--- src/xor_ramp_block_descrambler_unit_assert.svh ---
// ----------------------------------------------------------------------------
// Assertion macros for the XOR ramp block descrambler
// Concurrent checks that compile away when ASSERT_OFF is defined.
// ----------------------------------------------------------------------------
`ifndef XOR_RAMP_BLOCK_DESCRAMBLER_UNIT_ASSERT_SVH
`define XOR_RAMP_BLOCK_DESCRAMBLER_UNIT_ASSERT_SVH

`ifndef ASSERT_OFF

// condition holds in every cycle out of reset
`define XRBD_ASSERT_ALWAYS(lbl, clk, rst, cond) \
   lbl: assert property (@(posedge clk) disable iff (rst) (cond)) \
      else $error("xrbd assertion failed");

// consequent holds in the same cycle as the antecedent
`define XRBD_ASSERT_IMPLY(lbl, clk, rst, ante, cons) \
   lbl: assert property (@(posedge clk) disable iff (rst) (ante) |-> (cons)) \
      else $error("xrbd assertion failed");

// consequent holds in the cycle after the antecedent
`define XRBD_ASSERT_NEXT(lbl, clk, rst, ante, cons) \
   lbl: assert property (@(posedge clk) disable iff (rst) (ante) |=> (cons)) \
      else $error("xrbd assertion failed");

`else

`define XRBD_ASSERT_ALWAYS(lbl, clk, rst, cond)
`define XRBD_ASSERT_IMPLY(lbl, clk, rst, ante, cons)
`define XRBD_ASSERT_NEXT(lbl, clk, rst, ante, cons)

`endif

`endif

--- src/xrbd_pkg.sv ---
// ----------------------------------------------------------------------------
// xrbd_pkg
// Shared widths, register codes, reset values and types of the descrambler.
// ----------------------------------------------------------------------------
package xrbd_pkg;

   localparam int BYTE_W     = 8;
   localparam int LEN_W      = 32;
   localparam int BLK_W      = 16;
   localparam int CSR_IDX_W  = 3;
   localparam int CSR_DATA_W = 32;

   // default depth of the front-to-back queue
   localparam int QUEUE_DEPTH = 4;

   // modulo unit: one quotient bit per cycle
   localparam int DIV_STEPS = LEN_W;
   localparam int DIV_CNT_W = $clog2(DIV_STEPS);

   // register indexes
   localparam logic [CSR_IDX_W-1:0] CSR_INITIAL_KEY   = 3'd0;
   localparam logic [CSR_IDX_W-1:0] CSR_KEY_STEP      = 3'd1;
   localparam logic [CSR_IDX_W-1:0] CSR_BLOCK_LENGTH  = 3'd2;
   localparam logic [CSR_IDX_W-1:0] CSR_DECRYPT_LIMIT = 3'd3;
   localparam logic [CSR_IDX_W-1:0] CSR_STREAM_LENGTH = 3'd4;

   // register reset values
   localparam logic [BYTE_W-1:0] RST_INITIAL_KEY   = 8'd0;
   localparam logic [BYTE_W-1:0] RST_KEY_STEP      = 8'd0;
   localparam logic [BLK_W-1:0]  RST_BLOCK_LENGTH  = 16'd256;
   localparam logic [LEN_W-1:0]  RST_DECRYPT_LIMIT = 32'hFFFF_FFFF;
   localparam logic [LEN_W-1:0]  RST_STREAM_LENGTH = 32'd0;

   typedef struct packed {
      logic [BYTE_W-1:0] initial_key;
      logic [BYTE_W-1:0] key_step;
      logic [BLK_W-1:0]  block_length;
      logic [LEN_W-1:0]  decrypt_limit;
      logic [LEN_W-1:0]  stream_length;
   } csr_type;

   // one classified byte on its way from front to back
   typedef struct packed {
      logic [BYTE_W-1:0] cipher_byte;
      logic              stream_start;
      logic [LEN_W-1:0]  scrambled_length;   // valid with stream_start only
   } qentry_type;

   typedef enum logic [1:0] {
      FR_IDLE,
      FR_DIV,
      FR_FINISH
   } front_state_type;

endpackage

--- src/xrbd_front.sv ---
// ----------------------------------------------------------------------------
// xrbd_front
// Accepts input bytes and classifies them. A start byte is held while the
// scrambled length is worked out by a bit-serial modulo unit.
// ----------------------------------------------------------------------------
module xrbd_front (
   input  logic                        clock,
   input  logic                        reset,
   input  xrbd_pkg::csr_type           csr,
   input  logic                        req_push,
   output logic                        req_full,
   input  logic [xrbd_pkg::BYTE_W-1:0] req_cipher_byte,
   input  logic                        req_stream_start,
   input  logic                        q_full,
   output logic                        q_push,
   output xrbd_pkg::qentry_type        q_data
);

   xrbd_pkg::front_state_type state_ff, state_in;

   logic [xrbd_pkg::BYTE_W-1:0]    byte_ff;
   logic [xrbd_pkg::LEN_W-1:0]     dividend_ff;
   logic [xrbd_pkg::BLK_W-1:0]     rem_ff, rem_in;
   logic [xrbd_pkg::DIV_CNT_W-1:0] cnt_ff;

   logic                        accept_start;
   logic [xrbd_pkg::BLK_W:0]    trial;
   logic [xrbd_pkg::BLK_W:0]    tail;
   logic [xrbd_pkg::LEN_W-1:0]  scr_len;

   assign accept_start = req_push && !q_full && req_stream_start;

   // restoring modulo step
   always_comb begin
      trial = {rem_ff, dividend_ff[xrbd_pkg::LEN_W-1]};
      if (trial >= {1'b0, csr.block_length}) begin
         rem_in = xrbd_pkg::BLK_W'(trial - {1'b0, csr.block_length});
      end else begin
         rem_in = trial[xrbd_pkg::BLK_W-1:0];
      end
   end

   // tail and scrambled length from the remainder
   always_comb begin
      if (rem_ff >= (csr.block_length >> 2)) begin
         tail = '0;
      end else begin
         tail = {1'b0, rem_ff};
      end
      tail = tail + {{xrbd_pkg::BLK_W{1'b0}}, csr.stream_length[0]};
      if (csr.block_length == '0) begin
         scr_len = '0;
      end else if (xrbd_pkg::LEN_W'(tail) > csr.stream_length) begin
         scr_len = '0;
      end else begin
         scr_len = csr.stream_length - xrbd_pkg::LEN_W'(tail);
      end
   end

   // next state
   always_comb begin
      state_in = state_ff;
      unique case (state_ff)
         xrbd_pkg::FR_IDLE: begin
            if (accept_start) state_in = xrbd_pkg::FR_DIV;
         end
         xrbd_pkg::FR_DIV: begin
            if (cnt_ff == xrbd_pkg::DIV_CNT_W'(xrbd_pkg::DIV_STEPS - 1)) begin
               state_in = xrbd_pkg::FR_FINISH;
            end
         end
         xrbd_pkg::FR_FINISH: begin
            if (!q_full) state_in = xrbd_pkg::FR_IDLE;
         end
         default: state_in = xrbd_pkg::FR_IDLE;
      endcase
   end

   // outputs
   always_comb begin
      req_full              = 1'b1;
      q_push                = 1'b0;
      q_data.cipher_byte      = req_cipher_byte;
      q_data.stream_start     = 1'b0;
      q_data.scrambled_length = '0;
      unique case (state_ff)
         xrbd_pkg::FR_IDLE: begin
            req_full = q_full;
            q_push   = req_push && !q_full && !req_stream_start;
         end
         xrbd_pkg::FR_DIV: begin
            req_full = 1'b1;
         end
         xrbd_pkg::FR_FINISH: begin
            q_push                  = !q_full;
            q_data.cipher_byte      = byte_ff;
            q_data.stream_start     = 1'b1;
            q_data.scrambled_length = scr_len;
         end
         default: req_full = 1'b1;
      endcase
   end

   always_ff @(posedge clock) begin
      if (reset) begin
         state_ff <= xrbd_pkg::FR_IDLE;
      end else begin
         state_ff <= state_in;
      end
   end

   // modulo datapath
   always_ff @(posedge clock) begin
      if (state_ff == xrbd_pkg::FR_IDLE && accept_start) begin
         byte_ff     <= req_cipher_byte;
         dividend_ff <= csr.stream_length;
         rem_ff      <= '0;
         cnt_ff      <= '0;
      end else if (state_ff == xrbd_pkg::FR_DIV) begin
         dividend_ff <= dividend_ff << 1;
         rem_ff      <= rem_in;
         cnt_ff      <= cnt_ff + 1'b1;
      end
   end

endmodule

--- src/xrbd_queue.sv ---
// ----------------------------------------------------------------------------
// xrbd_queue
// Small register queue that decouples the front from the back.
// ----------------------------------------------------------------------------
module xrbd_queue #(
   parameter int DEPTH = xrbd_pkg::QUEUE_DEPTH
) (
   input  logic                 clock,
   input  logic                 reset,
   input  logic                 push,
   input  xrbd_pkg::qentry_type push_data,
   output logic                 full,
   input  logic                 pop,
   output xrbd_pkg::qentry_type head_data,
   output logic                 empty
);

   localparam int PTR_W = $clog2(DEPTH);
   localparam int CNT_W = $clog2(DEPTH + 1);

   xrbd_pkg::qentry_type entry_ff [DEPTH];

   logic [PTR_W-1:0] wr_ptr_ff, rd_ptr_ff;
   logic [CNT_W-1:0] count_ff;
   logic             do_push, do_pop;

   assign full      = (count_ff == CNT_W'(DEPTH));
   assign empty     = (count_ff == '0);
   assign do_push   = push && !full;
   assign do_pop    = pop && !empty;
   assign head_data = entry_ff[rd_ptr_ff];

   always_ff @(posedge clock) begin
      if (do_push) entry_ff[wr_ptr_ff] <= push_data;
   end

   // pointers and fill count
   always_ff @(posedge clock) begin
      if (reset) begin
         wr_ptr_ff <= '0;
         rd_ptr_ff <= '0;
         count_ff  <= '0;
      end else begin
         if (do_push) begin
            wr_ptr_ff <= (wr_ptr_ff == PTR_W'(DEPTH - 1)) ? '0 : wr_ptr_ff + 1'b1;
         end
         if (do_pop) begin
            rd_ptr_ff <= (rd_ptr_ff == PTR_W'(DEPTH - 1)) ? '0 : rd_ptr_ff + 1'b1;
         end
         if (do_push && !do_pop) begin
            count_ff <= count_ff + 1'b1;
         end else if (do_pop && !do_push) begin
            count_ff <= count_ff - 1'b1;
         end
      end
   end

endmodule

--- src/xrbd_back.sv ---
// ----------------------------------------------------------------------------
// xrbd_back
// Per-byte descrambling: block tracking, running key, output offset, and the
// result register.
// ----------------------------------------------------------------------------
module xrbd_back (
   input  logic                        clock,
   input  logic                        reset,
   input  xrbd_pkg::csr_type           csr,
   input  logic                        q_empty,
   input  xrbd_pkg::qentry_type        q_data,
   output logic                        q_pop,
   output logic                        rsp_empty,
   input  logic                        rsp_pop,
   output logic [xrbd_pkg::BYTE_W-1:0] rsp_plain_byte,
   output logic [xrbd_pkg::LEN_W-1:0]  rsp_out_offset,
   output logic                        rsp_was_decrypted,
   output logic                        rsp_end_of_stream
);

   localparam int BW = xrbd_pkg::BLK_W;
   localparam int LW = xrbd_pkg::LEN_W;

   // stream state
   logic [xrbd_pkg::BYTE_W-1:0] key_ff, key_in;
   logic [LW-1:0] pos_ff, pos_in;
   logic [LW-1:0] base_ff, base_in;
   logic [LW-1:0] scr_ff, scr_in;
   logic [LW-1:0] rem_ff, rem_in;     // scrambled length minus position
   logic [BW-1:0] size_ff, size_in;
   logic [BW-1:0] half_ff, half_in;
   logic [BW-1:0] idx_ff, idx_in;
   logic          active_ff, active_in;
   logic          rsp_valid_ff;

   // result register
   logic [xrbd_pkg::BYTE_W-1:0] plain_ff, plain_in;
   logic [LW-1:0]               offset_ff, offset_in;
   logic                        dec_ff, dec_in;
   logic                        eos_ff, eos_in;

   logic                        take, start;
   logic [xrbd_pkg::BYTE_W-1:0] key_e;
   logic [LW-1:0] pos_e, base_e, scr_e, rem_e;
   logic [BW-1:0] size_e, half_e, idx_e;
   logic          act_e, pos_lt, blk_start, kill, new_blk;
   logic [BW-1:0] size_new, half_new;
   logic [BW:0]   idx2, dest, idx_inc;

   assign take      = !q_empty && (!rsp_valid_ff || rsp_pop);
   assign q_pop     = take;
   assign start     = q_data.stream_start;
   assign rsp_empty = !rsp_valid_ff;

   // state as seen by this byte: a start byte restarts everything
   always_comb begin
      key_e  = start ? csr.initial_key : key_ff;
      pos_e  = start ? '0 : pos_ff;
      base_e = start ? '0 : base_ff;
      size_e = start ? '0 : size_ff;
      half_e = start ? '0 : half_ff;
      idx_e  = start ? '0 : idx_ff;
      scr_e  = start ? q_data.scrambled_length : scr_ff;
      rem_e  = start ? q_data.scrambled_length : rem_ff;
      act_e  = start ? 1'b1 : active_ff;
   end

   // block boundary handling
   always_comb begin
      pos_lt    = pos_e < scr_e;
      blk_start = act_e && pos_lt && (idx_e == '0);
      kill      = (pos_e >= csr.decrypt_limit) || (csr.block_length == '0);
      new_blk   = blk_start && !kill;
      size_new  = (rem_e < LW'(csr.block_length)) ? rem_e[BW-1:0] : csr.block_length;
      half_new  = BW'(({1'b0, size_new} + 1'b1) >> 1);
      active_in = (blk_start && kill) ? 1'b0 : act_e;
      size_in   = new_blk ? size_new : size_e;
      half_in   = new_blk ? half_new : half_e;
      base_in   = new_blk ? pos_e : base_e;
      dec_in    = active_in && pos_lt && (size_in != '0);
   end

   // destination inside the block: odd-from-end first, then even-from-end
   always_comb begin
      idx2 = {idx_e, 1'b0};
      if (idx_e < half_e) begin
         dest = {1'b0, size_e} - 1'b1 - idx2;
      end else begin
         dest = {1'b0, size_e} - 2'd2 - idx2 + {half_e, 1'b0};
      end
   end

   // result and next state
   always_comb begin
      plain_in = q_data.cipher_byte;
      key_in   = key_e;
      idx_in   = idx_e;
      idx_inc  = {1'b0, idx_e} + 1'b1;
      if (!dec_in) begin
         offset_in = pos_e;
      end else if (new_blk) begin
         offset_in = pos_e + LW'(size_new) - 1'b1;
      end else begin
         offset_in = base_e + LW'(dest[BW-1:0]);
      end
      if (dec_in) begin
         plain_in = q_data.cipher_byte ^ key_e;
         key_in   = key_e + csr.key_step;
         idx_in   = (idx_inc >= {1'b0, size_in}) ? '0 : idx_inc[BW-1:0];
      end
      eos_in = (csr.stream_length != '0) && (pos_e == csr.stream_length - 1'b1);
      pos_in = pos_e + 1'b1;
      rem_in = rem_e - 1'b1;
      scr_in = scr_e;
   end

   always_ff @(posedge clock) begin
      if (reset) begin
         key_ff       <= '0;
         pos_ff       <= '0;
         base_ff      <= '0;
         scr_ff       <= '0;
         rem_ff       <= '0;
         size_ff      <= '0;
         half_ff      <= '0;
         idx_ff       <= '0;
         active_ff    <= 1'b0;
         rsp_valid_ff <= 1'b0;
      end else begin
         if (take) begin
            key_ff    <= key_in;
            pos_ff    <= pos_in;
            base_ff   <= base_in;
            scr_ff    <= scr_in;
            rem_ff    <= rem_in;
            size_ff   <= size_in;
            half_ff   <= half_in;
            idx_ff    <= idx_in;
            active_ff <= active_in;
         end
         if (take) begin
            rsp_valid_ff <= 1'b1;
         end else if (rsp_pop) begin
            rsp_valid_ff <= 1'b0;
         end
      end
   end

   // result payload
   always_ff @(posedge clock) begin
      if (take) begin
         plain_ff  <= plain_in;
         offset_ff <= offset_in;
         dec_ff    <= dec_in;
         eos_ff    <= eos_in;
      end
   end

   assign rsp_plain_byte    = plain_ff;
   assign rsp_out_offset    = offset_ff;
   assign rsp_was_decrypted = dec_ff;
   assign rsp_end_of_stream = eos_ff;

endmodule

--- src/xor_ramp_block_descrambler_unit.sv ---
// Path: an ordinary byte passes the queue entry register and then the result register.
// A start byte waits first: the scrambled length comes from a one-bit-per-cycle
// modulo of the stream length by the block length, and input is held meanwhile.
// Throughput: one byte per cycle between start bytes while results are popped.
// Reset: synchronous, active high; clears queue, counters, key and the registers
// to their reset values; no clearing pass.
// ----------------------------------------------------------------------------
// xor_ramp_block_descrambler_unit
// Top level: register file, front classifier, queue, and descrambling back.
// ----------------------------------------------------------------------------
`include "xor_ramp_block_descrambler_unit_assert.svh"

module xor_ramp_block_descrambler_unit #(
   parameter int QUEUE_DEPTH = xrbd_pkg::QUEUE_DEPTH
) (
   input  logic                            clock,
   input  logic                            reset,
   // configuration
   input  logic                            csr_write_enable,
   input  logic [xrbd_pkg::CSR_IDX_W-1:0]  csr_index,
   input  logic [xrbd_pkg::CSR_DATA_W-1:0] csr_wdata,
   // input bytes
   input  logic                            req_push,
   output logic                            req_full,
   input  logic [xrbd_pkg::BYTE_W-1:0]     req_cipher_byte,
   input  logic                            req_stream_start,
   // results
   output logic                            rsp_empty,
   input  logic                            rsp_pop,
   output logic [xrbd_pkg::BYTE_W-1:0]     rsp_plain_byte,
   output logic [xrbd_pkg::LEN_W-1:0]      rsp_out_offset,
   output logic                            rsp_was_decrypted,
   output logic                            rsp_end_of_stream
);

   xrbd_pkg::csr_type    csr_ff;
   xrbd_pkg::qentry_type q_push_data, q_head_data;
   logic                 q_push, q_full, q_pop, q_empty;

   // configuration registers
   always_ff @(posedge clock) begin
      if (reset) begin
         csr_ff.initial_key   <= xrbd_pkg::RST_INITIAL_KEY;
         csr_ff.key_step      <= xrbd_pkg::RST_KEY_STEP;
         csr_ff.block_length  <= xrbd_pkg::RST_BLOCK_LENGTH;
         csr_ff.decrypt_limit <= xrbd_pkg::RST_DECRYPT_LIMIT;
         csr_ff.stream_length <= xrbd_pkg::RST_STREAM_LENGTH;
      end else if (csr_write_enable) begin
         unique case (csr_index)
            xrbd_pkg::CSR_INITIAL_KEY:
               csr_ff.initial_key <= csr_wdata[xrbd_pkg::BYTE_W-1:0];
            xrbd_pkg::CSR_KEY_STEP:
               csr_ff.key_step <= csr_wdata[xrbd_pkg::BYTE_W-1:0];
            xrbd_pkg::CSR_BLOCK_LENGTH:
               csr_ff.block_length <= csr_wdata[xrbd_pkg::BLK_W-1:0];
            xrbd_pkg::CSR_DECRYPT_LIMIT:
               csr_ff.decrypt_limit <= csr_wdata[xrbd_pkg::LEN_W-1:0];
            xrbd_pkg::CSR_STREAM_LENGTH:
               csr_ff.stream_length <= csr_wdata[xrbd_pkg::LEN_W-1:0];
            default: ;
         endcase
      end
   end

   xrbd_front u_front (
      .clock            (clock),
      .reset            (reset),
      .csr              (csr_ff),
      .req_push         (req_push),
      .req_full         (req_full),
      .req_cipher_byte  (req_cipher_byte),
      .req_stream_start (req_stream_start),
      .q_full           (q_full),
      .q_push           (q_push),
      .q_data           (q_push_data)
   );

   xrbd_queue #(
      .DEPTH (QUEUE_DEPTH)
   ) u_queue (
      .clock     (clock),
      .reset     (reset),
      .push      (q_push),
      .push_data (q_push_data),
      .full      (q_full),
      .pop       (q_pop),
      .head_data (q_head_data),
      .empty     (q_empty)
   );

   xrbd_back u_back (
      .clock             (clock),
      .reset             (reset),
      .csr               (csr_ff),
      .q_empty           (q_empty),
      .q_data            (q_head_data),
      .q_pop             (q_pop),
      .rsp_empty         (rsp_empty),
      .rsp_pop           (rsp_pop),
      .rsp_plain_byte    (rsp_plain_byte),
      .rsp_out_offset    (rsp_out_offset),
      .rsp_was_decrypted (rsp_was_decrypted),
      .rsp_end_of_stream (rsp_end_of_stream)
   );

   // front never writes a full queue, back never reads an empty one
   `XRBD_ASSERT_IMPLY(a_push_not_full, clock, reset, q_push, !q_full)
   `XRBD_ASSERT_IMPLY(a_pop_not_empty, clock, reset, q_pop, !q_empty)
   // a taken start byte holds off input while the modulo runs
   `XRBD_ASSERT_NEXT(a_start_holds_input, clock, reset,
      req_push && !req_full && req_stream_start, req_full)
   // a full queue always stalls input; while the front is idle its stall follows the queue alone
   `XRBD_ASSERT_ALWAYS(a_full_covers_queue, clock, reset, !q_full || req_full)

endmodule

--- config.mk ---
export PLATFORM = sky130hd
export DESIGN_NAME = xor_ramp_block_descrambler_unit
export DESIGN_NICKNAME = d
export VERILOG_FILES = /design/src/xrbd_pkg.sv /design/src/xrbd_front.sv /design/src/xrbd_queue.sv /design/src/xrbd_back.sv /design/src/xor_ramp_block_descrambler_unit.sv
export VERILOG_INCLUDE_DIRS = /design/src /design/src/src
export SDC_FILE = /design/constraint.sdc
export NUM_CORES = 2
export LEC_CHECK = 0
export BUFFER_PORTS_ARGS = -buffer_cell sky130_fd_sc_hd__buf_2
export CORE_MARGIN = 2
export CORE_UTILIZATION = 46
export DETAILED_ROUTE_END_ITERATION = 10
export HOLD_SLACK_MARGIN = 0.03
export SYNTH_ARGS = -nofsm -noshare
export SYNTH_HDL_FRONTEND = slang
export SYNTH_HIERARCHICAL = 1
export SYNTH_SLANG_ARGS = --single-unit
--- constraint.sdc ---
create_clock -name clock -period 9.3 [get_ports clock]
set_clock_uncertainty 0.05 [all_clocks]
set_input_delay 1.86 -clock clock [delete_from_list [all_inputs] [get_ports clock]]
set_output_delay 1.86 -clock clock [all_outputs]
set_load 0.01 [all_outputs]
# ---- After elaboration in Yosys (flattened, before gate mapping)
# Memory sizes are Yosys's and may differ from the RTL's. A register that Yosys moved wholly into a read port is not among the register bits.
# Cells that the tools add are included.
dict set report word_totals {
  ff_bits 394
  ram_bits 164
  input_bits 49
  out_inout_bits 44
  n_memories 1
}
dict set report classes {
  n_addsub 22
  magnitude_cmp 8
  eq_ne 14
  n_mux 44
  bitwise 1
  reduce_logical 41
}
# name words word_bits read_ports rd_clocked_by_memory_dff wr line
set memory_table {}
lappend memory_table {u_queue.entry_ff 4 41 1 1 1 xrbd_queue.sv:21} ;# xrbd_pkg::qentry_type entry_ff [DEPTH];
# cell count
set op_table {}
lappend op_table {{32-bit two-way mux} 11}
lappend op_table {{16-bit two-way mux} 11}
lappend op_table {{32-bit by 1-bit subtractor with 32-bit output, second input constant} 3}
lappend op_table {{32-bit by 16-bit adder with 32-bit output} 2}
lappend op_table {{16-bit subtractor} 3}
lappend op_table {{41-bit two-way mux} 1}
lappend op_table {{16-bit by 1-bit adder with 17-bit output, second input constant} 2}
lappend op_table {{17-bit by 16-bit >= comparator with 1-bit output} 2}
lappend op_table {{32-bit by 1-bit adder with 32-bit output, second input constant} 1}
lappend op_table {{32-bit == test} 1}
lappend op_table {{32-bit >= comparator} 1}
lappend op_table {{17-bit by 32-bit greater-than comparator with 1-bit output} 1}
lappend op_table {{16-bit logical NOT} 2}
lappend op_table {{32-bit by 16-bit less-than comparator with 1-bit output} 1}
lappend op_table {{32-bit less-than comparator} 1}
lappend op_table {{32-bit nonzero test} 1}
lappend op_table {{32-bit by 17-bit subtractor with 32-bit output} 1}
lappend op_table {{8-bit two-way mux} 3}
lappend op_table {{16-bit by 1-bit adder with 17-bit output} 1}
lappend op_table {{16-bit adder} 1}
lappend op_table {{16-bit by 14-bit >= comparator with 1-bit output} 1}
lappend op_table {{1-bit logical AND} 16}
lappend op_table {{16-bit less-than comparator} 1}
lappend op_table {{16-bit nonzero test} 1}
lappend op_table {{28 further kinds} 61}

# ---- Depth between registers and ports, before layout
dict set report logic_depth {
  ltp_word 10
  ltp_mapped 36
  ltp_nobuf 29
}

# ---- By module
# The synthesis kept the hierarchy.
# mod instances cells_each area_each_um2
set modules_own_cells {}
lappend modules_own_cells {xrbd_back 1 2688 20987.6}
lappend modules_own_cells {xrbd_queue 1 265 6409.9}
lappend modules_own_cells {xrbd_front 1 614 5429.0}
lappend modules_own_cells {xor_ramp_block_descrambler_unit 1 391 3966.3}

# ---- Worst setup path before layout
# No wires, ideal clock.
dict set report synth_path {
  kind {register -> register}
  startpoint {register with a tool-made name}
  endpoint {register u_back.offset_ff[18] (netlist: u_back/rsp_out_offset[18]) (data pin)}
  arrival_time_ps 7242
  path_slack_ps 1748
  path_stages_with_launch 36
  path_cell_list {dfxtp_1 -> buf_2 -> buf_4 -> mux4_2 -> buf_4 -> buf_6 -> buf_6 -> buf_6 -> buf_2 -> buf_2 -> buf_2 -> buf_1 -> clkbuf_1 -> nor2b_1 -> ha_1 -> fa_1 -> inv_1 -> ha_1 -> nor2b_1 -> o21ai_0 -> a21oi_1 -> o21ai_0 -> a21boi_0 -> o21ai_0 -> a21oi_1 -> o41ai_1 -> xor2_1 -> mux2i_1 -> ha_1 -> nand3_1 -> o311ai_0 -> a22o_1 -> nand2_1 -> xnor2_1 -> mux2i_1 -> mux2_2}
}
# element line
set synth_lines {}
lappend synth_lines {{to (signal assigned)} xrbd_back.sv:153} ;# offset_ff <= offset_in;
lappend synth_lines {{to (decl)} xrbd_back.sv:38} ;# logic [LW-1:0] offset_ff, offset_in;

==> reports/results.ini <==
[run_status]
outcome=completed

[clock_tree]
htreeDepth=3
cts_setup_buffers=0
cts_tree=built
root_buffer=clkbuf_16
insertion_delay_ns=0.64
cts_resized=0
clock_path_buffers=3
path_clk_slew_ns=0.06
holdBufCountCts=0
cts_buffers=66
clkSinkCount=560

[logic_synthesis]
synth_top_area_share=0.201
synth_top_cell_by_area=edfxtp_1
syn_area_per_cell_um2=9.30
synth_cell_types=107
synthTopCellsByArea=edfxtp_1 20%, dfxtp_1 17%, ha_1 9.8%
synth_edf_count=246
synth_seq_cells=560
ys.flop_type=dfxtp_1
synthArstFlopShare=0
syn_area_um2=36800
yosysWarnings=6
syn_inst=3958
yosysSeqAreaShare=0.372

[route]
vias=29700
drt_iter0_drc=3061
vias_per_cell=5.84
ant_nets=0
wl_per_cell_um=21.5
first_pass_iters=6
wl_mm=109
drc=0

[worst_hold_path]
hold_class=flip-flop to flip-flop
hold_start=u_back/base_ff[2]

[floorplanning]
dieArea_um2=82300
initial_core_util=0.465
fp-row-count=103
fp.coreArea_um2=79100
io_pins=93
die_h_um=287
die_x_um=287

[worst_setup_path]
worstSetupStartpointType=flip-flop
cp.arrival_ns=8.30
critPathLaunch=u_queue/entry_ff[3][32]
path_max_fanout=129
critical_path_class=flip-flop to flip-flop
crit_required_ns=9.59
setup.worst_path.end_class=flip-flop
worstReg2RegStart=u_queue/entry_ff[3][32]

[global_routing]
grt_first_pass_wirelength_mm=168
antenna_found_initial=2
grt_max_degree=185
grt_use_total=0.263
grt_overflow=0
grt_pass1_vias=28100

[timing]
slew_headroom=0.211
grt_setup_unrepaired=no
fin_ws_ns=1.29
hold_viol=0
fin_tns_setup_ns=0
fin_crit_sh=0.861
worstMarginPinSlew_ns=1.17
final_max_slew_viol_count=0
fin_crit_ns=8.01
setup_violations=0
fmax_mhz=125

[finish]
nFillCells=7370
mostFrequentLayoutCell=nor2_1
final_cell_mix=384 x nor2_1, 314 x nand2_1, 312 x dfxtp_1
nNetsFinal=4351
area_growth_pct=10.2
seq_area_um2=13700
multiInputGateArea_um2=21300
antenna_cells=0
drive_gt1_frac=0.108

[power_and_ir_drop]
power.leakage_nw=16.6
peakVddDrop_mv=0.176
power_density_nw_per_um2=281

[place]
dp_slack_ns=1.37
place.gp.congestion=0.935
port_buffers=92
hpwl_mm=78.7

[flow_run]
drv_cap=0

==> synth_stat cells (16+ instances only) <==
cell and n:
edfxtp_1 246, or3_1 23, a31oi_1 35, a21oi_1 216, mux2_2 66, dfxtp_1 314
a211oi_1 71, nand2b_1 125, clkbuf_1 122, and3_1 44, buf_1 16, nor2b_1 78
nand2_1 314, a22oi_1 48, mux2i_1 181, nor2_1 386, xor2_1 84, nor4_1 39
nand3_1 75, buf_2 35, o211ai_1 34, o21a_1 22, inv_1 250, ha_1 288
and2_1 17, nand4_1 40, xnor2_1 152, mux4_2 41, fa_1 21, a21o_1 49
nor3_1 68, o21ai_0 174
==> state kept, by name, indices dropped and copies added, names as in the netlist, 16 cells and up, named ones only <==
| signal | count |
|---|---|
| u_back/half_ff | 16 |
| csr_ff | 96 |
| u_queue/entry_ff | 164 |
| u_back/size_ff | 16 |
| u_front/rem_ff | 16 |
| u_front/dividend_ff | 32 |
| u_back/scr_ff | 32 |
| u_back/pos_ff | 32 |
| u_back/rsp_out_offset | 32 |
| u_back/base_ff | 32 |
| u_back/idx_ff | 16 |
| u_back/rem_ff | 32 |
==> critical path, stage by stage (launching register included) <==
cell and delay (ns):
edfxtp_1 0.39, mux4_4 0.67, buf_12 0.28, nor2b_1 0.66, ha_1 0.29, fa_1 0.41
inv_1 0.06, ha_1 0.19, inv_1 0.06, fa_1 0.39, nor2b_1 0.13, o21ai_0 0.12
a21oi_1 0.22, o21ai_0 0.14, nand2_1 0.09, nor2_1 0.04, o31ai_1 0.48, ha_1 0.42
a21oi_1 0.47, nand2_1 0.11, o2bb2ai_1 0.49, o211ai_1 0.19, a31oi_1 0.30, o21ai_1 0.33
nand3_1 0.22, xor2_1 0.17, o22a_1 0.14, o21ai_0 0.10
==> through the flow <==
stage | instances | instance area (µm²) | power, mW | utilization | hold slack, ns
finish | 5097 | 40600 | 11.4 | 0.512 | 0.401
global route | 5097 | 40600 | 12.1 | 0.512 | 0.424
CTS | 5097 | 40600 | 11.4 | 0.512 | 0.403
detailed placement | 4975 | 38300 | 8.69 | 0.484 | 0.394
global placement | 4975 | 38300 | 8.69 | 0.484 | 0.387
floorplan | 3959 | 36800 | 7.22 | - | 0.379
==> path summary, 6_finish.rpt <==
| path | end | slack, ns | cells past startpoint |
|---|---|---|---|
| worst max-delay path | u_back/rsp_out_offset[25] | 1.29 | 27 |
| worst min-delay path | u_back/base_ff[2] | 0.40 | 2 |
| worst max register to register | u_back/rsp_out_offset[25] | 1.29 | 27 |
| worst min register to register | u_back/base_ff[2] | 0.40 | 2 |
==> layout make-up <==
cell class	instances	share of cell area
flip-flops and latches	560	0.337
clock inverters	35	0.0109
clock buffers	87	0.0444
repair buffers	161	0.0253
multi-input cells	2950	0.526
inverters	254	0.0242
well taps	1050	0.0324
==> routing by layer <==
metal  share of wire  vias up  track usage
met2            0.45      905        0.424
li1                -    14300            -
met1            0.46    14400        0.371
met5               0        -            0
met4           0.026        0       0.0702
met3           0.058      161       0.0347
==> cell families after synthesis <==
| logic type | count (synthesis) | synth area share |
|---|---|---|
| compound gates | 806 | 0.141 |
| buf+inv | 449 | 0.0508 |
| mux | 288 | 0.0945 |
| simple gates | 1309 | 0.177 |
| other cells | 1 | 0.000102 |
| fa+ha+maj | 309 | 0.109 |
| xor+xnor | 236 | 0.0562 |
| flops | 560 | 0.372 |
==> power by group <==
part / leakage, nW / switching (mW) / internal [mW]
registers: 4.84 / 0.218 / 3.00
clock network: 1.08 / 1.13 / 1.53
logic: 10.7 / 3.46 / 2.06
total: 16.6 / 4.81 / 6.59
No activity file was read; power rests on OpenSTA's default activity.
